--- src/hdl/tct_pkg.sv ---
// Package of the tag count table: sizes, codes and the structs between modules.
// No dependencies.
package tct_pkg;

  localparam int unsigned ENTRIES  = 16;
  localparam int unsigned KEY_BITS = 16;
  localparam int unsigned IDX_W    = $clog2(ENTRIES);
  localparam int unsigned CNT_W    = 31;
  localparam int unsigned AMT_W    = 32;
  localparam int unsigned OP_W     = 2;
  localparam int unsigned STAT_W   = 3;
  localparam int unsigned ENTRY_W  = KEY_BITS + CNT_W;
  localparam int unsigned S_DATA_W = ((KEY_BITS + AMT_W + 7) / 8) * 8;
  localparam int unsigned M_DATA_W = ((CNT_W + 7) / 8) * 8;

  localparam logic [CNT_W-1:0] COUNT_MAX = {CNT_W{1'b1}};

  typedef enum logic [OP_W-1:0] {
    OP_ADD    = 2'd0,
    OP_REMOVE = 2'd1,
    OP_QUERY  = 2'd2
  } op_e;

  typedef enum logic [STAT_W-1:0] {
    ST_OK      = 3'd0,
    ST_INVALID = 3'd1,
    ST_NONPOS  = 3'd2,
    ST_ABSENT  = 3'd3,
    ST_FULL    = 3'd4,
    ST_SAT     = 3'd5
  } status_e;

  typedef enum logic [1:0] {
    S_IDLE,
    S_SCAN,
    S_LAST,
    S_DONE
  } state_e;

  // Outcome of the sweep over the table.
  typedef struct packed {
    logic             hit;
    logic [IDX_W-1:0] hit_idx;
    logic [CNT_W-1:0] hit_cnt;
    logic             free;
    logic [IDX_W-1:0] free_idx;
  } lookup_t;

  // Write-back and result for one item.
  typedef struct packed {
    logic              wr_en;
    logic              set_valid;
    logic              clr_valid;
    logic [IDX_W-1:0]  wr_idx;
    logic [CNT_W-1:0]  wr_count;
    logic [CNT_W-1:0]  count;
    logic [STAT_W-1:0] status;
  } update_t;

endpackage

--- src/hdl/tct_ram.sv ---
// Generic single-port-write, single-port-read RAM with registered read data.
// No dependencies.
module tct_ram #(
  parameter int unsigned WIDTH = 8,
  parameter int unsigned DEPTH = 16
) (
  input  logic                     clk_i,
  input  logic                     we_i,
  input  logic [$clog2(DEPTH)-1:0] waddr_i,
  input  logic [WIDTH-1:0]         wdata_i,
  input  logic [$clog2(DEPTH)-1:0] raddr_i,
  output logic [WIDTH-1:0]         rdata_o
);

  logic [WIDTH-1:0] mem_q [DEPTH];
  logic [WIDTH-1:0] rdata_q;

  always_ff @(posedge clk_i) begin
    if (we_i) begin
      mem_q[waddr_i] <= wdata_i;
    end
    rdata_q <= mem_q[raddr_i];
  end

  assign rdata_o = rdata_q;

endmodule

--- src/hdl/tct_alu.sv ---
// Count arithmetic of the tag count table: saturating add, remove, status.
// Depends on tct_pkg.
module tct_alu (
  input  logic [tct_pkg::OP_W-1:0]     op_i,
  input  logic [tct_pkg::KEY_BITS-1:0] key_i,
  input  logic [tct_pkg::AMT_W-1:0]    amount_i,
  input  tct_pkg::lookup_t             lookup_i,
  output tct_pkg::update_t             update_o
);

  logic                      positive;
  logic [tct_pkg::CNT_W-1:0] cur_cnt;
  logic [tct_pkg::CNT_W:0]   sum;
  logic                      rm_all;

  assign positive = !amount_i[tct_pkg::AMT_W-1] && (|amount_i);
  assign cur_cnt  = lookup_i.hit ? lookup_i.hit_cnt : '0;
  assign sum      = {1'b0, lookup_i.hit_cnt} + {1'b0, amount_i[tct_pkg::CNT_W-1:0]};
  assign rm_all   = ({1'b0, lookup_i.hit_cnt} <= amount_i);

  always_comb begin
    update_o        = '0;
    update_o.status = tct_pkg::ST_OK;
    if (key_i == '0) begin
      update_o.status = tct_pkg::ST_INVALID;
    end else begin
      unique case (op_i)
        tct_pkg::OP_ADD: begin
          if (!positive) begin
            update_o.status = tct_pkg::ST_NONPOS;
            update_o.count  = cur_cnt;
          end else if (lookup_i.hit) begin
            update_o.wr_en  = 1'b1;
            update_o.wr_idx = lookup_i.hit_idx;
            if (sum[tct_pkg::CNT_W]) begin
              update_o.wr_count = tct_pkg::COUNT_MAX;
              update_o.status   = tct_pkg::ST_SAT;
            end else begin
              update_o.wr_count = sum[tct_pkg::CNT_W-1:0];
            end
            update_o.count = update_o.wr_count;
          end else if (lookup_i.free) begin
            update_o.wr_en     = 1'b1;
            update_o.set_valid = 1'b1;
            update_o.wr_idx    = lookup_i.free_idx;
            update_o.wr_count  = amount_i[tct_pkg::CNT_W-1:0];
            update_o.count     = amount_i[tct_pkg::CNT_W-1:0];
          end else begin
            update_o.status = tct_pkg::ST_FULL;
          end
        end
        tct_pkg::OP_REMOVE: begin
          if (!positive) begin
            update_o.status = tct_pkg::ST_NONPOS;
            update_o.count  = cur_cnt;
          end else if (!lookup_i.hit) begin
            update_o.status = tct_pkg::ST_ABSENT;
          end else if (rm_all) begin
            update_o.clr_valid = 1'b1;
            update_o.wr_idx    = lookup_i.hit_idx;
          end else begin
            update_o.wr_en    = 1'b1;
            update_o.wr_idx   = lookup_i.hit_idx;
            update_o.wr_count = lookup_i.hit_cnt - amount_i[tct_pkg::CNT_W-1:0];
            update_o.count    = update_o.wr_count;
          end
        end
        default: begin
          // Query, and the unused code that behaves as one.
          if (lookup_i.hit) begin
            update_o.count = lookup_i.hit_cnt;
          end else begin
            update_o.status = tct_pkg::ST_ABSENT;
          end
        end
      endcase
    end
  end

endmodule

--- src/hdl/tct_ctrl.sv ---
// Sequencer of the tag count table: table sweep, key compare, valid bits.
// Depends on tct_pkg; drives the read port of tct_ram.
module tct_ctrl (
  input  logic                         clk_i,
  input  logic                         rst_ni,
  input  logic                         in_valid_i,
  input  logic                         out_free_i,
  input  logic [tct_pkg::KEY_BITS-1:0] key_i,
  input  logic [tct_pkg::ENTRY_W-1:0]  ram_rdata_i,
  input  tct_pkg::update_t             update_i,
  output logic [tct_pkg::IDX_W-1:0]    ram_raddr_o,
  output logic                         in_ready_o,
  output logic                         done_o,
  output tct_pkg::lookup_t             lookup_o
);

  tct_pkg::state_e              state_q, state_d;
  logic [tct_pkg::IDX_W-1:0]    idx_q;
  logic                         chk_vld_q;
  logic [tct_pkg::IDX_W-1:0]    chk_idx_q;
  logic [tct_pkg::ENTRIES-1:0]  valid_q;
  tct_pkg::lookup_t             lookup_q;
  logic                         accept;
  logic                         key_match;

  assign accept    = in_ready_o && in_valid_i;
  assign key_match = ram_rdata_i[tct_pkg::ENTRY_W-1:tct_pkg::CNT_W] == key_i;

  always_comb begin
    state_d = state_q;
    unique case (state_q)
      tct_pkg::S_IDLE: if (in_valid_i) state_d = tct_pkg::S_SCAN;
      tct_pkg::S_SCAN: begin
        if (idx_q == tct_pkg::IDX_W'(tct_pkg::ENTRIES - 1)) state_d = tct_pkg::S_LAST;
      end
      tct_pkg::S_LAST: state_d = tct_pkg::S_DONE;
      tct_pkg::S_DONE: if (out_free_i) state_d = tct_pkg::S_IDLE;
    endcase
  end

  always_comb begin
    in_ready_o  = (state_q == tct_pkg::S_IDLE);
    done_o      = (state_q == tct_pkg::S_DONE) && out_free_i;
    ram_raddr_o = idx_q;
  end

  always_ff @(posedge clk_i or negedge rst_ni) begin
    if (!rst_ni) begin
      state_q   <= tct_pkg::S_IDLE;
      idx_q     <= '0;
      chk_vld_q <= 1'b0;
      chk_idx_q <= '0;
      valid_q   <= '0;
      lookup_q  <= '0;
    end else begin
      state_q   <= state_d;
      chk_vld_q <= (state_q == tct_pkg::S_SCAN);
      chk_idx_q <= idx_q;
      if (accept) begin
        idx_q    <= '0;
        lookup_q <= '0;
      end else begin
        if (state_q == tct_pkg::S_SCAN) idx_q <= idx_q + 1'b1;
        // Compare the entry read in the previous cycle; keys are unique.
        if (chk_vld_q) begin
          if (valid_q[chk_idx_q] && key_match) begin
            lookup_q.hit     <= 1'b1;
            lookup_q.hit_idx <= chk_idx_q;
            lookup_q.hit_cnt <= ram_rdata_i[tct_pkg::CNT_W-1:0];
          end
          if (!valid_q[chk_idx_q] && !lookup_q.free) begin
            lookup_q.free     <= 1'b1;
            lookup_q.free_idx <= chk_idx_q;
          end
        end
      end
      if (done_o && update_i.set_valid) valid_q[update_i.wr_idx] <= 1'b1;
      if (done_o && update_i.clr_valid) valid_q[update_i.wr_idx] <= 1'b0;
    end
  end

  assign lookup_o = lookup_q;

endmodule

--- src/hdl/tag_count_table.sv ---
// Top level of the tag count table: item registers, output register, wiring.
// Depends on tct_pkg, tct_ram, tct_alu and tct_ctrl.
//
//   channel  | direction | payload
//   ---------+-----------+------------------------------------------------
//   s_axis   | in        | tuser: operation; tdata: key, amount
//   m_axis   | out       | tuser: status;    tdata: count
//
// An item is handled in steps: accept it, sweep the key/count RAM entry by
// entry through its single read port, compare the last entry read, then write
// back and load the result. A new item is taken only once the last is done.
// Reset clears the valid bits, so the table starts empty with no clearing pass.
// A stalled m_axis holds the next item in the write-back step until the output
// register frees; the sweep and write-back never touch the RAM in the same
// cycle, so no forwarding is needed.
module tag_count_table (
  input  logic                         clk_i,
  input  logic                         rst_ni,
  input  logic                         s_axis_tvalid,
  output logic                         s_axis_tready,
  // [15:0] key, [47:16] amount
  input  logic [tct_pkg::S_DATA_W-1:0] s_axis_tdata,
  // [1:0] operation
  input  logic [tct_pkg::OP_W-1:0]     s_axis_tuser,
  output logic                         m_axis_tvalid,
  input  logic                         m_axis_tready,
  // [30:0] count, [31] zero
  output logic [tct_pkg::M_DATA_W-1:0] m_axis_tdata,
  // [2:0] status
  output logic [tct_pkg::STAT_W-1:0]   m_axis_tuser
);

  // Item held for the whole sweep.
  logic [tct_pkg::OP_W-1:0]     op_q;
  logic [tct_pkg::KEY_BITS-1:0] key_q;
  logic [tct_pkg::AMT_W-1:0]    amount_q;

  // Output register.
  logic                         m_valid_q;
  logic [tct_pkg::CNT_W-1:0]    m_count_q;
  logic [tct_pkg::STAT_W-1:0]   m_status_q;

  logic                         out_free;
  logic                         done;
  logic [tct_pkg::IDX_W-1:0]    ram_raddr;
  logic [tct_pkg::ENTRY_W-1:0]  ram_rdata;
  tct_pkg::lookup_t             lookup;
  tct_pkg::update_t             update;

  // Output slot takes a new item when empty or draining this cycle.
  assign out_free = !m_valid_q || m_axis_tready;

  tct_ctrl u_ctrl (
    .clk_i       (clk_i),
    .rst_ni      (rst_ni),
    .in_valid_i  (s_axis_tvalid),
    .out_free_i  (out_free),
    .key_i       (key_q),
    .ram_rdata_i (ram_rdata),
    .update_i    (update),
    .ram_raddr_o (ram_raddr),
    .in_ready_o  (s_axis_tready),
    .done_o      (done),
    .lookup_o    (lookup)
  );

  // Each entry packs the key above its count.
  tct_ram #(
    .WIDTH (tct_pkg::ENTRY_W),
    .DEPTH (tct_pkg::ENTRIES)
  ) u_ram (
    .clk_i   (clk_i),
    .we_i    (done && update.wr_en),
    .waddr_i (update.wr_idx),
    .wdata_i ({key_q, update.wr_count}),
    .raddr_i (ram_raddr),
    .rdata_o (ram_rdata)
  );

  tct_alu u_alu (
    .op_i     (op_q),
    .key_i    (key_q),
    .amount_i (amount_q),
    .lookup_i (lookup),
    .update_o (update)
  );

  // Capture the item on acceptance; hold it until the next one.
  always_ff @(posedge clk_i) begin
    if (s_axis_tvalid && s_axis_tready) begin
      op_q     <= s_axis_tuser;
      key_q    <= s_axis_tdata[tct_pkg::KEY_BITS-1:0];
      amount_q <= s_axis_tdata[tct_pkg::KEY_BITS +: tct_pkg::AMT_W];
    end
  end

  // Load the result at write-back; drop the valid once taken.
  always_ff @(posedge clk_i or negedge rst_ni) begin
    if (!rst_ni) begin
      m_valid_q <= 1'b0;
    end else if (done) begin
      m_valid_q <= 1'b1;
    end else if (m_axis_tready) begin
      m_valid_q <= 1'b0;
    end
  end

  always_ff @(posedge clk_i) begin
    if (done) begin
      m_count_q  <= update.count;
      m_status_q <= update.status;
    end
  end

  assign m_axis_tvalid = m_valid_q;
  assign m_axis_tdata  = tct_pkg::M_DATA_W'(m_count_q);
  assign m_axis_tuser  = m_status_q;

endmodule

--- config.mk ---
export PLATFORM = sky130hd
export DESIGN_NAME = tag_count_table
export DESIGN_NICKNAME = d
export VERILOG_FILES = /design/src/hdl/tct_pkg.sv /design/src/hdl/tct_ram.sv /design/src/hdl/tct_alu.sv /design/src/hdl/tct_ctrl.sv /design/src/hdl/tag_count_table.sv
export SDC_FILE = /design/constraint.sdc
export NUM_CORES = 1
export LEC_CHECK = 0
export BUFFER_PORTS_ARGS = -buffer_cell sky130_fd_sc_hd__clkbuf_2
export CORE_MARGIN = 3
export CORE_UTILIZATION = 62
export CTS_CLUSTER_DIAMETER = 150
export DETAILED_ROUTE_END_ITERATION = 16
export GPL_ROUTABILITY_DRIVEN = 0
export PLACE_DENSITY = 0.79
export SLEW_MARGIN = 10
export SYNTH_ARGS = -nofsm -noshare
export SYNTH_HDL_FRONTEND = slang
export SYNTH_SLANG_ARGS = --single-unit
--- constraint.sdc ---
create_clock -name clk_i -period 7.3 [get_ports clk_i]
set_clock_uncertainty 0.2 [all_clocks]
set_input_delay 0.73 -clock clk_i [delete_from_list [all_inputs] [get_ports clk_i]]
set_output_delay 0.73 -clock clk_i [all_outputs]
set_load 0.1 [all_outputs]
==> flow_summary.yaml <==
routing:
  vias: 23973
  wl_per_cell_um: 32.6
  final_antenna_net_count: 0
  drtIter0Drc: 3916
  routed_via_density: 7.15
  drcViolationCount: 0
  drt-total-wl_um: 109000
  dr.pass1.iters: 9
sta:
  fmax_ghz: 0.181
  slew_viol_final: 0
  period_share: 0.755
  tns_ns: 0
  hold_violations: 0
  relSlewSlack: 0.116
  setup_viol: 0
  fin_hold_ws_ns: 0.0443
  worst_pin_slew_ns: 1.32
  fin_crit_ns: 5.51
  rsz0062_at_grt: "no"
clock_tree:
  insertion_delay_ns: 0.67
  clockBufferDepth: 3
  cts_tree: "yes"
  cts.clk_slew.worst_paths_ns: 0.06
  cts_max_level: 3
  cts_sinks: 952
  cts-root-buf: "clkbuf_16"
  cts_setup_buffers: 0
  cts_buffers: 92
synth:
  syn-num-nets: 2422
  synth_top_area_frac: 0.630
  netlist_area_um2: 39900
  ys_seq_elements: 952
  synth.distinct_cells: 82
  synth-edff-count: 836
  yosysWarnings: 0
  synthArstFlopShare: 0.0725
  postSynthCellCount: 2299
  netlist_top_cells_area: "edfxtp_1 63%, mux4_2 14%, dfrtp_1 4.3%, dfxtp_1 2.4%, ha_1 2.1%"
  synthFlopType: "edfxtp_1"
  yosysTopAreaCell: "edfxtp_1"
  synth.avg_cell_area_um2: 17.3
  yosysSeqAreaShare: 0.697
placement:
  port_buffers: 89
  place_inst: 3174
  place_hpwl_um: 64700
  post_dp_cell_area_um2: 41500
layout:
  final_cells: 3351
  finalNetCount: 2547
  post-route-util: 0.709
  syn2layout_area_growth_pct: 12.6
  fin_area_um2: 44900
  drive_gt1_frac: 0.235
global_route:
  grt.overflow.total: 0
  grt_max_degree: 162
  antenna_found_initial: 6
  first_global_vias: 23400
  grt_pass1_wl_um: 161000
  grtUsageTotal: 0.330
worst_setup_path:
  crit_required_ns: 7.40
  end_kind: "flop"
  cp_top_family: "simple AND/OR/NAND/NOR gates"
  cpPeakStageDelay_ns: 0.77
  critical_path_class: "reg -> reg"
  critPathLaunchType: "flop"
  path_buf_inv: 2
  cp_max_fo: 25
  slowest_stage: "nor2_4"
  worstPathArrival_ns: 5.62
  path_cells: "inv_1 -> ha_1 -> nand2_1 -> nor4_1 -> a211oi_1 -> a2bb2oi_1 -> o211a_1 -> nand2_2 -> a211o_1 -> or3_1 -> nor2_4 -> buf_4"
status:
  run_status: "completed"
pwr:
  leakage_nw: 15.6
  power.density_nw_per_um2: 341
  ir_worst_vdd_mv: 0.295
worst_hold_path:
  hp-class: "in -> reg"
flow_run:
  cap_violations: 0
floorplanning:
  die_area_um2: 67400
  die_w_um: 260
  rows: 92
  io-pin-count: 91
  core_um2: 63300
  dieHeight_um: 260
  initial_core_util: 0.630
==> cells in the mapped netlist (10+ instances only) <==
cell	n
nor4_1	25
a211oi_1	14
dfrtp_1	69
ha_1	67
and3_1	12
xor2_1	14
o211ai_1	13
buf_1	22
o31ai_1	11
clkbuf_1	74
o22ai_1	10
a21o_1	23
nor2_1	161
a21oi_1	133
inv_1	71
nand2_1	68
o21ai_0	61
nand2b_1	16
a31oi_1	13
xnor2_1	20
nand3_1	16
edfxtp_1	836
or3_1	11
buf_2	14
dfxtp_1	47
nor2b_1	20
mux2i_1	40
mux4_2	240
nor3_1	29
==> report_power, final <==
part           total, mW  switching, mW  internal [mW]  leakage (nW)
Combinational       3.33           2.02           1.31          5.04
Sequential          6.76          0.373           6.39          8.99
Clock               5.22           2.15           3.06          1.61
Total               15.3           4.55           10.8          15.6
==> through the flow <==
stage	power [mW]	worst slack, ns
detailed placement	10.1	1.95
global route	15.7	1.51
global placement	10.0	2.13
finish	15.3	1.79
CTS	15.3	1.86
floorplan	9.03	1.85
==> kinds of logic (layout without fill, tap and decap cells) <==
family | after synthesis | in the layout | synth area share
AND/OR/NAND/NOR | 395 | 395 | 0.0471
multiplexers | 280 | 280 | 0.146
flip-flops | 952 | 952 | 0.697
AO/OA/AOI/OAI | 380 | 380 | 0.0622
XOR/XNOR | 34 | 34 | 0.00747
buffers and inverters | 188 | 393 | 0.0189
other | 1 | 2 | 0.0000941
adder cells (fa/ha/maj) | 69 | 69 | 0.0220
==> metal layers <==
metal  track usage  part of all wire  wire length (µm)
met4         0.111             0.039              4270
met1         0.483              0.37             40700
met2         0.515              0.48             52000
met3        0.0572              0.11             12300
met5             0           0.00018                20
==> state kept, by name, indices dropped and copies added, names as in the netlist <==
register and count:
u_ram.mem_q 752, u_ram.rdata_o 47, u_ctrl.lookup_o 41, amount_q 32, m_count_q 31, key_q 16, u_ctrl.valid_q 16, u_ctrl.chk_idx_q 4
u_ctrl.ram_raddr_o 4, m_axis_tuser 3, op_q 2, u_ctrl.state_q 2, m_axis_tvalid 1, u_ctrl.chk_vld_q 1
==> worst register-to-register path, delay by kind of cell (launching register included) <==
kind / cells / cell delay, ns
compound gates: 4 / 1.15
fa+ha+maj: 1 / 0.62
buf+inv: 2 / 0.59
flops: 1 / 0.41
simple gates: 5 / 2.19
==> area by class of cell <==
| type | count | area [µm²] |
|---|---|---|
| diodes | 1 | 2.50 |
| clock buffers | 116 | 2450 |
| clock inverters | 58 | 876 |
| fillers | 3723 | 18400 |
| inverters | 73 | 274 |
| multi-input cells | 1159 | 11500 |
| flip-flops and latches | 952 | 27800 |
| well taps | 846 | 1060 |
| repair buffers | 146 | 916 |
==> path summary, 6_finish.rpt <==
kind,end,slack [ns],cells after the start,startpoint
min in group asynchronous,u_ctrl.lookup_o[14]$_DFFE_PN0P_,0.35,2,rst_ni
worst max register to register,u_ram.mem_q[1][44]$_DFFE_PP_,1.79,12,amount_q[27]$_DFFE_PP_
worst min-delay path,amount_q[4]$_DFFE_PP_,0.04,1,s_axis_tdata[20]
worst max-delay path,u_ram.mem_q[1][44]$_DFFE_PP_,1.79,12,amount_q[27]$_DFFE_PP_
worst min register to register,u_ctrl.lookup_o[14]$_DFFE_PN0P_,0.28,2,u_ram.rdata_o[9]$_DFF_P_
max in group asynchronous,u_ctrl.ram_raddr_o[1]$_DFFE_PN0P_,5.50,3,rst_ni
==> cell usage in the layout (no fill, tap or decap), types with 7 or more instances in the layout <==
| cell | count |
|---|---|
| o22ai_1 | 7 |
| a31oi_1 | 12 |
| a21o_1 | 23 |
| xor2_1 | 14 |
| a221o_1 | 9 |
| or3_1 | 11 |
| clkbuf_1 | 19 |
| mux2i_1 | 40 |
| a211oi_1 | 14 |
| ha_1 | 67 |
| nor2b_1 | 20 |
| nand2_1 | 68 |
| o21a_1 | 9 |
| nand3_1 | 16 |
| clkbuf_2 | 88 |
| nand4_1 | 9 |
| dfxtp_1 | 47 |
| clkbuf_16 | 93 |
| nor3_1 | 28 |
| and3_1 | 12 |
| clkinv_4 | 7 |
| dfrtp_1 | 65 |
| bufinv_16 | 18 |
| clkinv_1 | 9 |
| mux4_2 | 240 |
| o21ai_0 | 61 |
| clkinv_2 | 13 |
| o211ai_1 | 13 |
| inv_1 | 70 |
| nand2b_1 | 16 |
| a21oi_1 | 131 |
| nor2_4 | 16 |
| edfxtp_1 | 836 |
| nor4_1 | 25 |
| nor2_1 | 141 |
| o31ai_1 | 11 |
| xnor2_1 | 20 |
| buf_4 | 54 |
==> repair_timing <==
action                                 in CTS  in global routing
resized for setup                           0                  0
hold buffers                                1                  0
endpoints found under the hold margin      22                  0
No activity file was read; power rests on OpenSTA's default activity.
